## src/hw/rtl/c1conv_pkg.sv

```systemverilog
// Shared constants, codes and handshake structs for the 5x5 six-map tanh layer.
// Used by the serial divider and the layer core; depends on nothing else.
`default_nettype none

package c1conv_pkg;

  // default geometry of the layer
  localparam int IMAGE_SIDE_DEF   = 32;
  localparam int KERNEL_SIDE_DEF  = 5;
  localparam int FILTER_COUNT_DEF = 6;

  // fixed field widths
  localparam int SB        = 16;  // sample bits, Q3.12
  localparam int MAP_SLOTS = 6;   // map fields on the result
  localparam int POS_W     = 5;   // out_row / out_col width
  localparam int ACC_W     = 40;  // Q.24 accumulator, holds 25 taps plus bias

  // serial divider geometry
  localparam int DIV_W  = 48;     // dividend / quotient shift register
  localparam int DEN_W  = 34;     // divisor and partial remainder
  localparam int STEP_W = 6;

  localparam logic [STEP_W-1:0] STEPS_TERM   = 6'd32;  // series term / n
  localparam logic [STEP_W-1:0] STEPS_RESULT = 6'd47;  // final quotient

  localparam logic [31:0]      LN2_Q32   = 32'd2977044472;
  localparam logic [DEN_W-1:0] ONE_Q32   = 34'h1_0000_0000;
  localparam logic [ACC_W-1:0] SAT_Q24   = 40'd6 << 24;
  localparam logic [15:0]      Q14_ONE   = 16'd16384;
  localparam logic [3:0]       LAST_TERM = 4'd14;

  typedef enum logic [1:0] {
    CMD_WEIGHT = 2'd0,
    CMD_BIAS   = 2'd1,
    CMD_PIXEL  = 2'd2,
    CMD_NONE   = 2'd3
  } cmd_t;

  typedef struct packed {
    logic              start;
    logic [STEP_W-1:0] steps;
    logic [DIV_W-1:0]  dividend;  // left aligned
    logic [DEN_W-1:0]  divisor;
  } div_req_t;

  typedef struct packed {
    logic busy;
    logic done;
  } div_stat_t;

endpackage

`default_nettype wire

```

## src/hw/rtl/c1conv_div.sv

```systemverilog
// Restoring serial divider, one quotient bit per cycle, shared by the series terms and the final quotient.
// Depends on c1conv_pkg for its widths and request / status structs.
`default_nettype none

module c1conv_div (
  input  wire logic                          clk,
  input  wire logic                          rst,
  input  wire c1conv_pkg::div_req_t          req,
  output c1conv_pkg::div_stat_t              stat,
  output logic [c1conv_pkg::DIV_W-1:0]       quo
);
  import c1conv_pkg::*;

  logic              busy;
  logic              done;
  logic [STEP_W-1:0] cnt;
  logic [DIV_W-1:0]  d;
  logic [DEN_W-1:0]  rmd;
  logic [DEN_W-1:0]  dv;
  logic [DEN_W:0]    rs;
  logic [DEN_W:0]    diff;
  logic              fits;

  assign rs   = {rmd, d[DIV_W-1]};
  assign fits = rs >= {1'b0, dv};
  assign diff = rs - {1'b0, dv};

  always_ff @(posedge clk) begin
    if (rst) begin
      busy <= 1'b0;
      done <= 1'b0;
      cnt  <= '0;
    end else begin
      done <= 1'b0;
      if (req.start) begin
        busy <= 1'b1;
        cnt  <= req.steps;
      end else if (busy) begin
        cnt <= cnt - 1'b1;
        if (cnt == STEP_W'(1)) begin
          busy <= 1'b0;
          done <= 1'b1;
        end
      end
    end
  end

  // quotient bits enter at the bottom as dividend bits leave at the top
  always_ff @(posedge clk) begin
    if (req.start) begin
      d   <= req.dividend;
      rmd <= '0;
      dv  <= req.divisor;
    end else if (busy) begin
      d   <= {d[DIV_W-2:0], fits};
      rmd <= fits ? diff[DEN_W-1:0] : rs[DEN_W-1:0];
    end
  end

  assign stat.busy = busy;
  assign stat.done = done;
  assign quo       = d;

endmodule

`default_nettype wire
```

## config.mk

```make
export PLATFORM = sky130hd
export DESIGN_NAME = c1conv_div
export DESIGN_NICKNAME = d
export VERILOG_FILES = /design/src/hw/rtl/c1conv_pkg.sv /design/src/hw/rtl/c1conv_div.sv
export SDC_FILE = /design/constraint.sdc
export NUM_CORES = 1
export LEC_CHECK = 0
export BUFFER_PORTS_ARGS = -buffer_cell sky130_fd_sc_hd__buf_4
export CAP_MARGIN = 20
export CORE_AREA = 2 2 139 141
export DETAILED_ROUTE_END_ITERATION = 6
export DIE_AREA = 0 0 141 143
export MAX_ROUTING_LAYER = met4
export PLACE_DENSITY_LB_ADDON = 0.3
export SYNTH_ARGS = -nofsm -noshare
export SYNTH_HDL_FRONTEND = slang
export SYNTH_SLANG_ARGS = --single-unit
export TNS_END_PERCENT = 30
```

## constraint.sdc

```tcl
create_clock -name clk -period 3.89 [get_ports clk]
set_clock_uncertainty 0.15 [all_clocks]
set_input_delay 0.778 -clock clk [delete_from_list [all_inputs] [get_ports clk]]
set_output_delay 0.778 -clock clk [all_outputs]
set_load 0.01 [all_outputs]
```

Yosys cells after proc, flatten, opt, wreduce, memory -nomap -nowiden. Cells that the tools add are included.

Register bits: 124. Output and inout bits: 50. Input port bits: 91. Logic and storage cells: 22.

Equality and inequality tests: 1. Reduce and logical (&&, ||, !) cells: 2. Bitwise operators: 1. $add $sub $neg: 2. Order comparisons: 1. Muxes and demuxes: 9.

Operator list (number): 2-to-1 mux 48 bit (2); greater-or-equal comparator 35 x 34 -> 1 bit (1); 2-to-1 mux 34 bit (1); subtractor 34 bit (1); 2-to-1 mux 6 bit (2); equality test 6 x 1 -> 1 bit (second input constant) (1); subtractor 6 x 1 -> 6 bit (second input constant) (1); 2-to-1 mux 1 bit (4); OR reduction 3 bit (1); nonzero test 2 bit (1); inverter 1 bit (1).

Depth between registers and ports, before layout. Gate-level depths: netlist of run 1.

Depth after elaboration: 4. Depth in mapped cells: 13. Depth with buffers taken out: 12.

Least setup slack after synthesis of run 1. No wires, ideal clock.

Path type: register to register. From: register d[47], in the netlist quo[47]. To: register rmd[32]. Arrival: 2821 ps. Required time: 3613 ps. Clock period less this slack: 3098 ps. Stages on the path, launching flop included: 13. Setup slack: 792 ps. Setup time: 127 ps. Path buffers: 0. Path through: edfxtp_1 -> inv_1 -> ha_1 -> inv_1 -> fa_1 -> a211oi_2 -> o21ai_1 -> a2111oi_2 -> o21ai_1 -> a41o_1 -> a311oi_2 -> xor2_1 -> o21ai_1.

Longest elaborated chain between the ends: 2. Elaborated cells between the ends (all ways): 3. Classes of those cells: add/sub: 1; order compare: 1; mux: 1.

Ends and longest elaborated chain: from (decl) (line c1conv_div.sv:17) `logic [DIV_W-1:0] d;`; from (signal assigned) (line c1conv_div.sv:51) `d <= req.dividend;`; from (signal assigned) (line c1conv_div.sv:55) `d <= {d[DIV_W-2:0], fits};`; subtractor 34 bit / greater-or-equal comparator 35 x 34 -> 1 bit (equally long branches) (line c1conv_div.sv:26, c1conv_div.sv:25); 2-to-1 mux 34 bit (*) (line c1conv_div.sv:56) `rmd <= fits ? diff[DEN_W-1:0] : rs[DEN_W-1:0];`; to (signal assigned) (line c1conv_div.sv:56); to (decl) (line c1conv_div.sv:18) `logic [DEN_W-1:0] rmd;`.

Every way passes the cells marked *; elsewhere a longest branch is shown, timed or not. A chain may end at the register's enable or synchronous reset.

Worst setup path in the final report of run 1. Same ends and word-level chain as after synthesis.

==> results.md, run 1 <==
* Gr usage total at 0.2028
* Post-synth top area cell: edfxtp_1
* Via count at 6150
* Post-Syn Area at 7381 µm²
* Die Footprint at 20160 µm²
* RSZ-0062 raised after global routing: no
* Maximum VDD drop at 0.2875 mV
* Share of the synthesized area in the top cell type at 0.3336
* Post-CTS Hold Fix Bufs at 0
* Ports at 141
* Vias/cell at 5.561
* Number of synthesized register bits at 124
* CP startpoint kind: flip-flop
* Worst-path clk slew at 70 ps
* Vias in the first global route at 6083
* Req. time, crit path at 4050 ps
* Leakage at 3.799 nW
* Post-DP HPWL at 14070 µm
* PostCTS Resize Cnt at 0
* Drc violations at 0
* Share of layout cells above drive strength 1 at 0.2997
* Status: finished, final reports clean
* Most frequent cells in the layout: 153 x buf_4, 82 x edfxtp_1, 67 x nor2_1, 48 x mux2_2, 46 x inv_1
* Wire length per cell at 17.67 µm
* Port bufs at 140
* First-pass GRT wire length at 31140 µm
* Max incr delay on CP at 530 ps
* Synthesis Warnings at 0
* Initial DRC Count at 360
* Main synth FF type: edfxtp_1
* Row Count at 50
* Root buf cell: clkbuf_16
* Power per cell area at 430.9 nW/µm²
* CP delay by family, top: compound AO/OA/AOI/OAI gates
* Cell variety after synth at 75
* Mapped Nets at 859
* Setup CP Type: flip-flop to flip-flop
* GRT overflow at 0
* Die width at 141 µm
* Clock sinks at 124
* Final Hold Viols at 0
* CP cell instances: inv_1 -> ha_1 -> inv_1 -> fa_1 -> a211oi_2 -> o21ai_1 -> a2111oi_2 -> o21ai_1 -> a41o_1 -> a311oi_2 -> xor2_1 -> o21ai_1
* Core area at 18580 µm²
* Final-stage net count at 986
* Largest net degree at the start of global routing at 84
* Final period util at 0.8726
* FMAX at 0.2946 GHz
* Clock buffer depth at 2
* Fill cells at 1755
* Final WL at 19550 µm
* Top post-synthesis cells by area: edfxtp_1 33%, dfxtp_1 11%, mux2_2 7.3%
* Fin area at 9186 µm²
* Worst Setup End Kind: flip-flop
* Clk Latency, worst-skew pair at 430 ps
* Final Slew Violations at 0
* Worst path slowest cell: a2111oi_2
* Commonest non-fill, non-tap cell in the layout: buf_4
* Most used cell, CP: o21ai_1
* Tmin final at 3394 ps
* Effective utilization at floorplan at 0.3972
* Syn_area_per_cell at 10.10 µm²
* P&R area growth vs syn at 24.46%
* DRT Pass-1 Iters at 6
* Min-delay worst type: flip-flop to flip-flop
* CTS Buf Count at 17
* Relative slew slack at 0.3170
* Arrival @ worst endpoint at 3550 ps
* GP Congestion at 0.9082
* Slew @ Worst Pin at 1023 ps
* Finish-stage setup viols at 0
* Post-synthesis sequential area ratio at 0.4475
* Post-synth EDFFs at 82
* Max Cap Violations at 0
* # Post-CTS Setup Buffers at 0
* Gate Count Post-Synth at 731
* DRT antenna net count at 0
* Final TNS setup at 0 ps
* Setup slack at placement at 537.4 ps
* CTS tree: yes
* Post-place instance area at 8611 µm²
* Fin worst setup slack at 495.7 ps
* Die H at 143 µm
* Buf+Inv Stages, Crit Path at 2
* Crit path max fanout at 3
* H-tree Lvls at 4
* Ys async rst share at 0
* Initial antenna violation count at 1
## layout make-up
type,count,area [µm²],area share
timing repair buffer,154,1169,0.1272
clock buffer,17,425.4,0.04631
inverter,47,176.4,0.01920
antenna,1,2.502,0.0002724
multi-input combinational,514,3669,0.3993
clock inverter,15,147.6,0.01607
sequential,124,3304,0.3597
tap,234,292.8,0.03187
## power breakdown
| group | leakage, nW | switching [mW] | internal, mW |
|---|---|---|---|
| logic | 2.36 | 0.433 | 0.375 |
| registers | 1.16 | 0.0637 | 1.53 |
| clock network | 0.274 | 0.701 | 0.851 |
## through the flow
step	hold slack [ps]	util	total power, mW	cells
4_1_cts	334.9	0.4943	3.989	1105
6_report	330.1	0.4944	3.958	1106
2_1_floorplan	293.5	-	2.136	731
5_1_grt	356.9	0.4944	4.135	1106
3_3_place_gp	309.8	0.4634	2.418	1073
3_5_place_dp	319.7	0.4634	2.425	1073
## per-layer routing
layer	vias up	routed length [µm]	GRT usage
li1	2970	-	-
met1	2915	8559	0.2514
met2	243	9217	0.3263
met3	22	1537	0.05533
met4	0	232	0.06000
met5	-	0	-
## cell families (layout without fill, tap and decap cells)
| group | count (synthesis) | in the layout | share of synthesized area |
|---|---|---|---|
| multiplexers | 51 | 51 | 0.07730 |
| flip-flops | 124 | 124 | 0.4475 |
| other | 0 | 1 | 0 |
| XOR/XNOR | 30 | 30 | 0.03560 |
| adder cells (fa/ha/maj) | 37 | 37 | 0.06374 |
| AO/OA/AOI/OAI | 194 | 194 | 0.1889 |
| AND/OR/NAND/NOR | 202 | 202 | 0.1315 |
| buffers and inverters | 93 | 233 | 0.05543 |
## worst min-delay path, stage by stage (launching register included)
cell and delay [ps]:
dfxtp_1 330, nand2_1 50, o211ai_1 70
## sequential cells by signal, indices dropped and copies added (netlist names)
| signal | cells |
|---|---|
| busy | 1 |
| cnt | 6 |
| done | 1 |
| dv | 34 |
| quo | 48 |
| rmd | 34 |
## path summary, 6_finish.rpt
path	from	end	slack, ps	depth (start not counted)
setup / recovery	quo[47]	rmd[32]	500	12
hold / removal	rmd[33]	rmd[33]	330	2
setup reg to reg	quo[47]	rmd[32]	500	12
hold reg to reg	rmd[33]	rmd[33]	330	2
## Yosys cell counts (6+ instances only)
cell type  number
nand4_1        12
o21ai_1         7
a21o_1         15
buf_2          14
nand3_1        30
nand2_1        44
a21oi_1        38
a31oi_1         6
nor2_1         67
xor2_1         12
inv_1          47
a311oi_1       22
dfxtp_1        42
o21ai_0        37
o21bai_1        8
mux2_2         48
nand2b_1        8
ha_1           36
xnor2_1        18
edfxtp_1       82
nor3_1          9
o211ai_1        7
clkbuf_1       23
Power figures use the tool's default switching activity.
==> run 2, diff against run 1 <==
--- a/config.mk
+++ b/config.mk
@@ -7,9 +7,10 @@
 export LEC_CHECK = 0
 export BUFFER_PORTS_ARGS = -buffer_cell sky130_fd_sc_hd__buf_4
 export CAP_MARGIN = 20
-export CORE_AREA = 2 2 139 141
+export CORE_AREA = 2 2 125 157
 export DETAILED_ROUTE_END_ITERATION = 6
-export DIE_AREA = 0 0 141 143
+export DIE_AREA = 0 0 127 159
+export GPL_ROUTABILITY_DRIVEN = 0
 export MAX_ROUTING_LAYER = met4
 export PLACE_DENSITY_LB_ADDON = 0.3
 export SYNTH_ARGS = -nofsm -noshare
==> run 2 against run 1 <==
Fmax fell by 0.55%. Critical path type unchanged. Flip-flop and latch count did not move. Non-clock buffer count fell by 1. Combinational power barely moved. Global-route usage rose by 0.19 points. Count of clock-buffer cells in the layout did not move. Sequential power barely moved. Critical endpoint unchanged. First-iteration DRC count fell by 5.8%. Worst setup slack got worse by 19 ps.
==> results.md, run 2 (same netlist as run 1, synthesis figures left out) <==
* Final TNS setup at 0 ps (unchanged)
* Maximum VDD drop at 0.2955 mV (was 0.2875 mV)
* Crit path max fanout at 3 (unchanged)
* Worst-path clk slew at 70 ps (about the same)
* Root buf cell: clkbuf_16 (unchanged)
* Setup CP Type: flip-flop to flip-flop (unchanged)
* Die width at 127 µm (was 141 µm)
* CP startpoint kind: flip-flop (unchanged)
* Final Slew Violations at 0 (unchanged)
* DRT antenna net count at 0 (unchanged)
* Clock buffer depth at 2 (unchanged)
* Via count at 6038 (was 6150)
* Status: finished, final reports clean (unchanged)
* Vias in the first global route at 6182 (was 6083)
* RSZ-0062 raised after global routing: no (unchanged)
* P&R area growth vs syn at 25.00% (was 24.46%)
* First-pass GRT wire length at 31750 µm (was 31140 µm)
* Effective utilization at floorplan at 0.3960 (was 0.3972)
* FMAX at 0.2930 GHz (was 0.2946 GHz)
* Slew @ Worst Pin at 884.1 ps (was 1023 ps)
* Gr usage total at 0.2047 (was 0.2028)
* Max reg flops at 48 (unchanged)
* Tmin final at 3413 ps (was 3394 ps)
* Ports at 141 (unchanged)
* GRT overflow at 0 (unchanged)
* Finish-stage setup viols at 0 (unchanged)
* Row Count at 56 (was 50)
* Final-stage net count at 985 (was 986)
* Leakage at 3.820 nW (was 3.799 nW)
* Arrival @ worst endpoint at 3570 ps (was 3550 ps)
* Final Hold Viols at 0 (unchanged)
* Post-CTS Hold Fix Bufs at 0 (unchanged)
* Commonest non-fill, non-tap cell in the layout: buf_4 (unchanged)
* Vias/cell at 5.479 (was 5.561)
* H-tree Lvls at 4 (unchanged)
* CTS Buf Count at 17 (unchanged)
* Core area at 18640 µm² (was 18580 µm²)
* CTS tree: yes (unchanged)
* Worst Setup End Kind: flip-flop (unchanged)
* Min-delay worst type: flip-flop to flip-flop (unchanged)
* # Post-CTS Setup Buffers at 0 (unchanged)
* PnR Total Power at 4.073 mW (was 3.958 mW)
* Largest net degree at the start of global routing at 61 (was 84)
* DRT Pass-1 Iters at 4 (was 6)
* PostCTS Resize Cnt at 0 (unchanged)
* Most frequent cells in the layout: 151 x buf_4, 82 x edfxtp_1, 67 x nor2_1, 48 x mux2_2, 46 x inv_1 (was 153 x buf_4, 82 x edfxtp_1, 67 x nor2_1, 48 x mux2_2, 46 x inv_1)
* Fill cells at 1790 (was 1755)
* Share of layout cells above drive strength 1 at 0.2977 (was 0.2997)
* Clk Latency, worst-skew pair at 430 ps (about the same)
* Cell Count, Final, Fillers Out at 1102 (was 1106)
* Final WL at 19650 µm (was 19550 µm)
* Post-place instance area at 8613 µm² (was 8611 µm²)
* Dpl cells at 1070 (was 1073)
* Final period util at 0.8774 (was 0.8726)
* Initial antenna violation count at 0 (was 1)
* Post-DP HPWL at 14280 µm (was 14070 µm)
* Wire length per cell at 17.83 µm (was 17.67 µm)
* Max Cap Violations at 0 (unchanged)
* Die Footprint at 20190 µm² (was 20160 µm²)
* Req. time, crit path at 4050 ps (about the same)
* Clock sinks at 124 (unchanged)
* Diode count at 0 (was 1)
* Port bufs at 140 (unchanged)
* Relative slew slack at 0.4070 (was 0.3170)
* Die H at 159 µm (was 143 µm)
* Initial DRC Count at 339 (was 360)
* Drc violations at 0 (unchanged)
* Power per cell area at 441.5 nW/µm² (was 430.9 nW/µm²)
* Fin area at 9226 µm² (was 9186 µm²)
[run 2: report_power, final]
| group | leakage, nW | internal [mW] | switching [mW] | total [mW] |
|---|---|---|---|---|
| Combinational | 2.37 | 0.376 | 0.430 | 0.806 |
| Clock | 0.291 | 1.02 | 0.649 | 1.67 |
| Sequential | 1.16 | 1.54 | 0.0661 | 1.60 |
[run 2: final timing paths]
| kind | startpoint | endpoint | slack, ps | cells after the start |
|---|---|---|---|---|
| worst min-delay path | rmd[13] | rmd[13] | 340 | 2 |
| worst min register to register | rmd[13] | rmd[13] | 340 | 2 |
| worst max register to register | quo[47] | rmd[32] | 480 | 12 |
| worst max-delay path | quo[47] | rmd[32] | 480 | 12 |
[run 2: stage by stage]
stage	util	setup slack (ps)	hold slack, ps
4_1_cts	0.4950	508.8	348.5
5_1_grt	0.4950	281.0	350.9
6_report	0.4950	477.0	344.9
3_5_place_dp	0.4621	542.8	328.4
3_3_place_gp	0.4621	635.4	320.3
2_1_floorplan	-	792.3	293.5
[run 2: area by class of cell]
cell class | instances | area (µm²) | area share
Multi-Input combinational cell | 514 | 3669 | 0.3976
Clock inverter | 15 | 187.7 | 0.02034
Clock buffer | 17 | 425.4 | 0.04611
Timing Repair Buffer | 153 | 1174 | 0.1272
Tap cell | 232 | 290.3 | 0.03146
Inverter | 47 | 176.4 | 0.01912
Sequential cell | 124 | 3304 | 0.3582
[run 2: per-layer routing]
| metal | up-vias | wire length (µm) | GRT usage |
|---|---|---|---|
| li1 | 2967 | - | - |
| met2 | 182 | 9797 | 0.3346 |
| met1 | 2860 | 8247 | 0.2412 |
| met4 | 0 | 470 | 0.07692 |
| met5 | - | 0 | - |
| met3 | 29 | 1132 | 0.05511 |
[run 2: worst max-delay path, stage by stage (launching register included)]
cell,delay [ps]
edfxtp_1,400
inv_1,100
ha_1,160
inv_1,50
fa_1,440
a211oi_2,270
o21ai_1,150
a2111oi_2,510
o21ai_1,190
a41o_1,320
a311oi_2,300
xor2_1,180
o21ai_1,90
==> run 3, diff against run 2 <==
--- a/config.mk
+++ b/config.mk
@@ -7,6 +7,8 @@
 export LEC_CHECK = 0
 export BUFFER_PORTS_ARGS = -buffer_cell sky130_fd_sc_hd__buf_4
 export CAP_MARGIN = 20
+export CELL_PAD_IN_SITES_DETAIL_PLACEMENT = 0
+export CELL_PAD_IN_SITES_GLOBAL_PLACEMENT = 1
 export CORE_AREA = 2 2 125 157
 export DETAILED_ROUTE_END_ITERATION = 6
 export DIE_AREA = 0 0 127 159
==> run 3 against run 2 <==
Sequential power about the same. Final area down 0.50%. Critical path depth unchanged. Critical path type unchanged.
==> results.md, run 3 (same netlist as run 1, synthesis figures left out) <==
* Buf+Inv Stages, Crit Path at 2 (unchanged)
* CTS Buf Count at 17 (unchanged)
* H-tree Lvls at 4 (unchanged)
* Diode count at 0 (unchanged)
* Worst Setup End Kind: flip-flop (unchanged)
* FMAX at 0.2957 GHz (was 0.2930 GHz)
* Die Footprint at 20190 µm² (unchanged)
* Initial antenna violation count at 0 (unchanged)
* Crit path max fanout at 3 (unchanged)
* Max Cap Violations at 0 (unchanged)
* Final-stage net count at 987 (was 985)
* Power share of the combinational group at 0.201 (was 0.198)
* Final Hold Viols at 0 (unchanged)
* Int Pwr at 2.812 mW (was 2.929 mW)
* Worst-path clk slew at 60 ps (was 70 ps)
* Worst path slowest cell: a2111oi_2 (unchanged)
* Wire length per cell at 17.62 µm (was 17.83 µm)
* Post-CTS Hold Fix Bufs at 0 (unchanged)
* Final WL at 19450 µm (was 19650 µm)
* Sw Ratio at 0.2924 (was 0.2810)
* RSZ-0062 raised after global routing: no (unchanged)
* Share of layout cells above drive strength 1 at 0.2993 (was 0.2977)
* P&R area growth vs syn at 24.38% (was 25.00%)
* Clk Latency, worst-skew pair at 430 ps (about the same)
* Gr usage total at 0.2045 (was 0.2047)
* Clock sinks at 124 (unchanged)
* CTS tree: yes (unchanged)
* Final Slew Violations at 0 (unchanged)
* Final period util at 0.8694 (was 0.8774)
* Setup CP Type: flip-flop to flip-flop (unchanged)
* Maximum VDD drop at 0.2772 mV (was 0.2955 mV)
* Slew @ Worst Pin at 1015 ps (was 884.1 ps)
* CP delay by family, top: compound AO/OA/AOI/OAI gates (unchanged)
* Die width at 127 µm (unchanged)
* Ports at 141 (unchanged)
* Seq pwr share at 0.404 (was 0.393)
* Row Count at 56 (unchanged)
* Tmin final at 3382 ps (was 3413 ps)
* Max reg flops at 48 (unchanged)
* Port bufs at 140 (unchanged)
* Commonest non-fill, non-tap cell in the layout: buf_4 (unchanged)
* First-pass GRT wire length at 32290 µm (was 31750 µm)
* Fill cells at 1773 (was 1790)
* Status: finished, final reports clean (unchanged)
* Power per cell area at 432.8 nW/µm² (was 441.5 nW/µm²)
* Clock buffer depth at 2 (unchanged)
* Arrival @ worst endpoint at 3520 ps (was 3570 ps)
* # Post-CTS Setup Buffers at 0 (unchanged)
* Vias/cell at 5.591 (was 5.479)
* Relative slew slack at 0.3221 (was 0.4070)
* Req. time, crit path at 4030 ps (was 4050 ps)
* Die H at 159 µm (unchanged)
* P_sw at 1.162 mW (was 1.145 mW)
* DRT Pass-1 Iters at 5 (was 4)
* Drc violations at 0 (unchanged)
* GRT overflow at 0 (unchanged)
* Most frequent cells in the layout: 155 x buf_4, 82 x edfxtp_1, 67 x nor2_1, 48 x mux2_2, 46 x inv_1 (was 151 x buf_4, 82 x edfxtp_1, 67 x nor2_1, 48 x mux2_2, 46 x inv_1)
* Min-delay src: rmd[33] (was rmd[13])
* RR Startpoint: quo[47] (unchanged)
* Core area at 18640 µm² (unchanged)
* Via count at 6173 (was 6038)
* Initial DRC Count at 384 (was 339)
* Post-DP HPWL at 14360 µm (was 14280 µm)
* Finish-stage setup viols at 0 (unchanged)
* CP startpoint kind: flip-flop (unchanged)
* Largest net degree at the start of global routing at 69 (was 61)
* DRT antenna net count at 0 (unchanged)
* Worst setup startpoint: quo[47] (unchanged)
* Effective utilization at floorplan at 0.3960 (unchanged)
* Max incr delay on CP at 500 ps (was 510 ps)
* Min-delay worst type: flip-flop to flip-flop (unchanged)
* Vias in the first global route at 6394 (was 6182)
* Root buf cell: clkbuf_16 (unchanged)
* Final TNS setup at 0 ps (unchanged)
* PostCTS Resize Cnt at 0 (unchanged)
* Most used cell, CP: o21ai_1 (unchanged)
* PnR Total Power at 3.973 mW (was 4.073 mW)
* Clock share of power at 0.395 (was 0.409)
* Leakage at 3.807 nW (was 3.820 nW)
* CP cell instances: inv_1 -> ha_1 -> inv_1 -> fa_1 -> a211oi_2 -> o21ai_1 -> a2111oi_2 -> o21ai_1 -> a41o_1 -> a311oi_2 -> xor2_1 -> o21ai_1 (unchanged)
-- run 3: cell types whose count changed in the layout (fill, tap and decap cells not counted), sizes merged --
cell,previous run,this run
inv,50,56
buf,153,155
bufinv,3,1
clkinv,6,4
clkinvlp,3,1
-- run 3: layout make-up --
cell class / count / area (µm²) / share of cell area
multi-input combinational: 514 / 3669 / 0.3996
timing repair buffer: 155 / 1164 / 0.1268
inverter: 47 / 176.4 / 0.01922
tap: 232 / 290.3 / 0.03162
sequential: 124 / 3304 / 0.3600
clock inverter: 15 / 151.4 / 0.01649
clock buffer: 17 / 425.4 / 0.04634
-- run 3: routing by layer --
layer  part of all wire  routed length (µm)  GRT usage  vias to the layer above
met5                  0                   0          -                        -
met4              0.025                 495    0.07792                        0
met3              0.052                1005    0.04335                       36
met2               0.50                9671     0.3412                      202
met1               0.43                8277     0.2417                     2959
li1                   -                   -          -                     2976
-- run 3: through the flow --
stage	hold WS (ps)	utilization	setup slack (ps)	instance area (µm²)	std cells
after global routing	356.2	0.4925	252.4	9180	1104
after floorplan	293.5	-	792.3	7381	731
after detailed placement	334.0	0.4616	507.6	8603	1072
final	348.9	0.4925	507.9	9180	1104
after global placement	307.3	0.4616	553.5	8603	1072
after CTS	348.9	0.4925	480.1	9180	1104
-- run 3: final timing paths --
| check | cells after the start | slack (ps) | endpoint |
|---|---|---|---|
| max | 12 | 510 | rmd[32] |
| min | 2 | 350 | rmd[33] |
| max reg2reg | 12 | 510 | rmd[32] |
| min reg2reg | 2 | 350 | rmd[33] |
-- run 3: tightest hold or removal path: stages, from the launching register on --
cell      delay (ps)
dfxtp_1          310
nand2_1           60
o211ai_1          70
-- run 3: power by group through the flow --
stage	registers (mW)	clock network (mW)	logic [mW]
3_3_place_gp	1.63	0	0.789
5_1_grt	1.62	1.65	0.885
3_5_place_dp	1.63	0	0.799
4_1_cts	1.61	1.62	0.801
6_report	1.60	1.57	0.799
2_1_floorplan	1.64	0	0.501
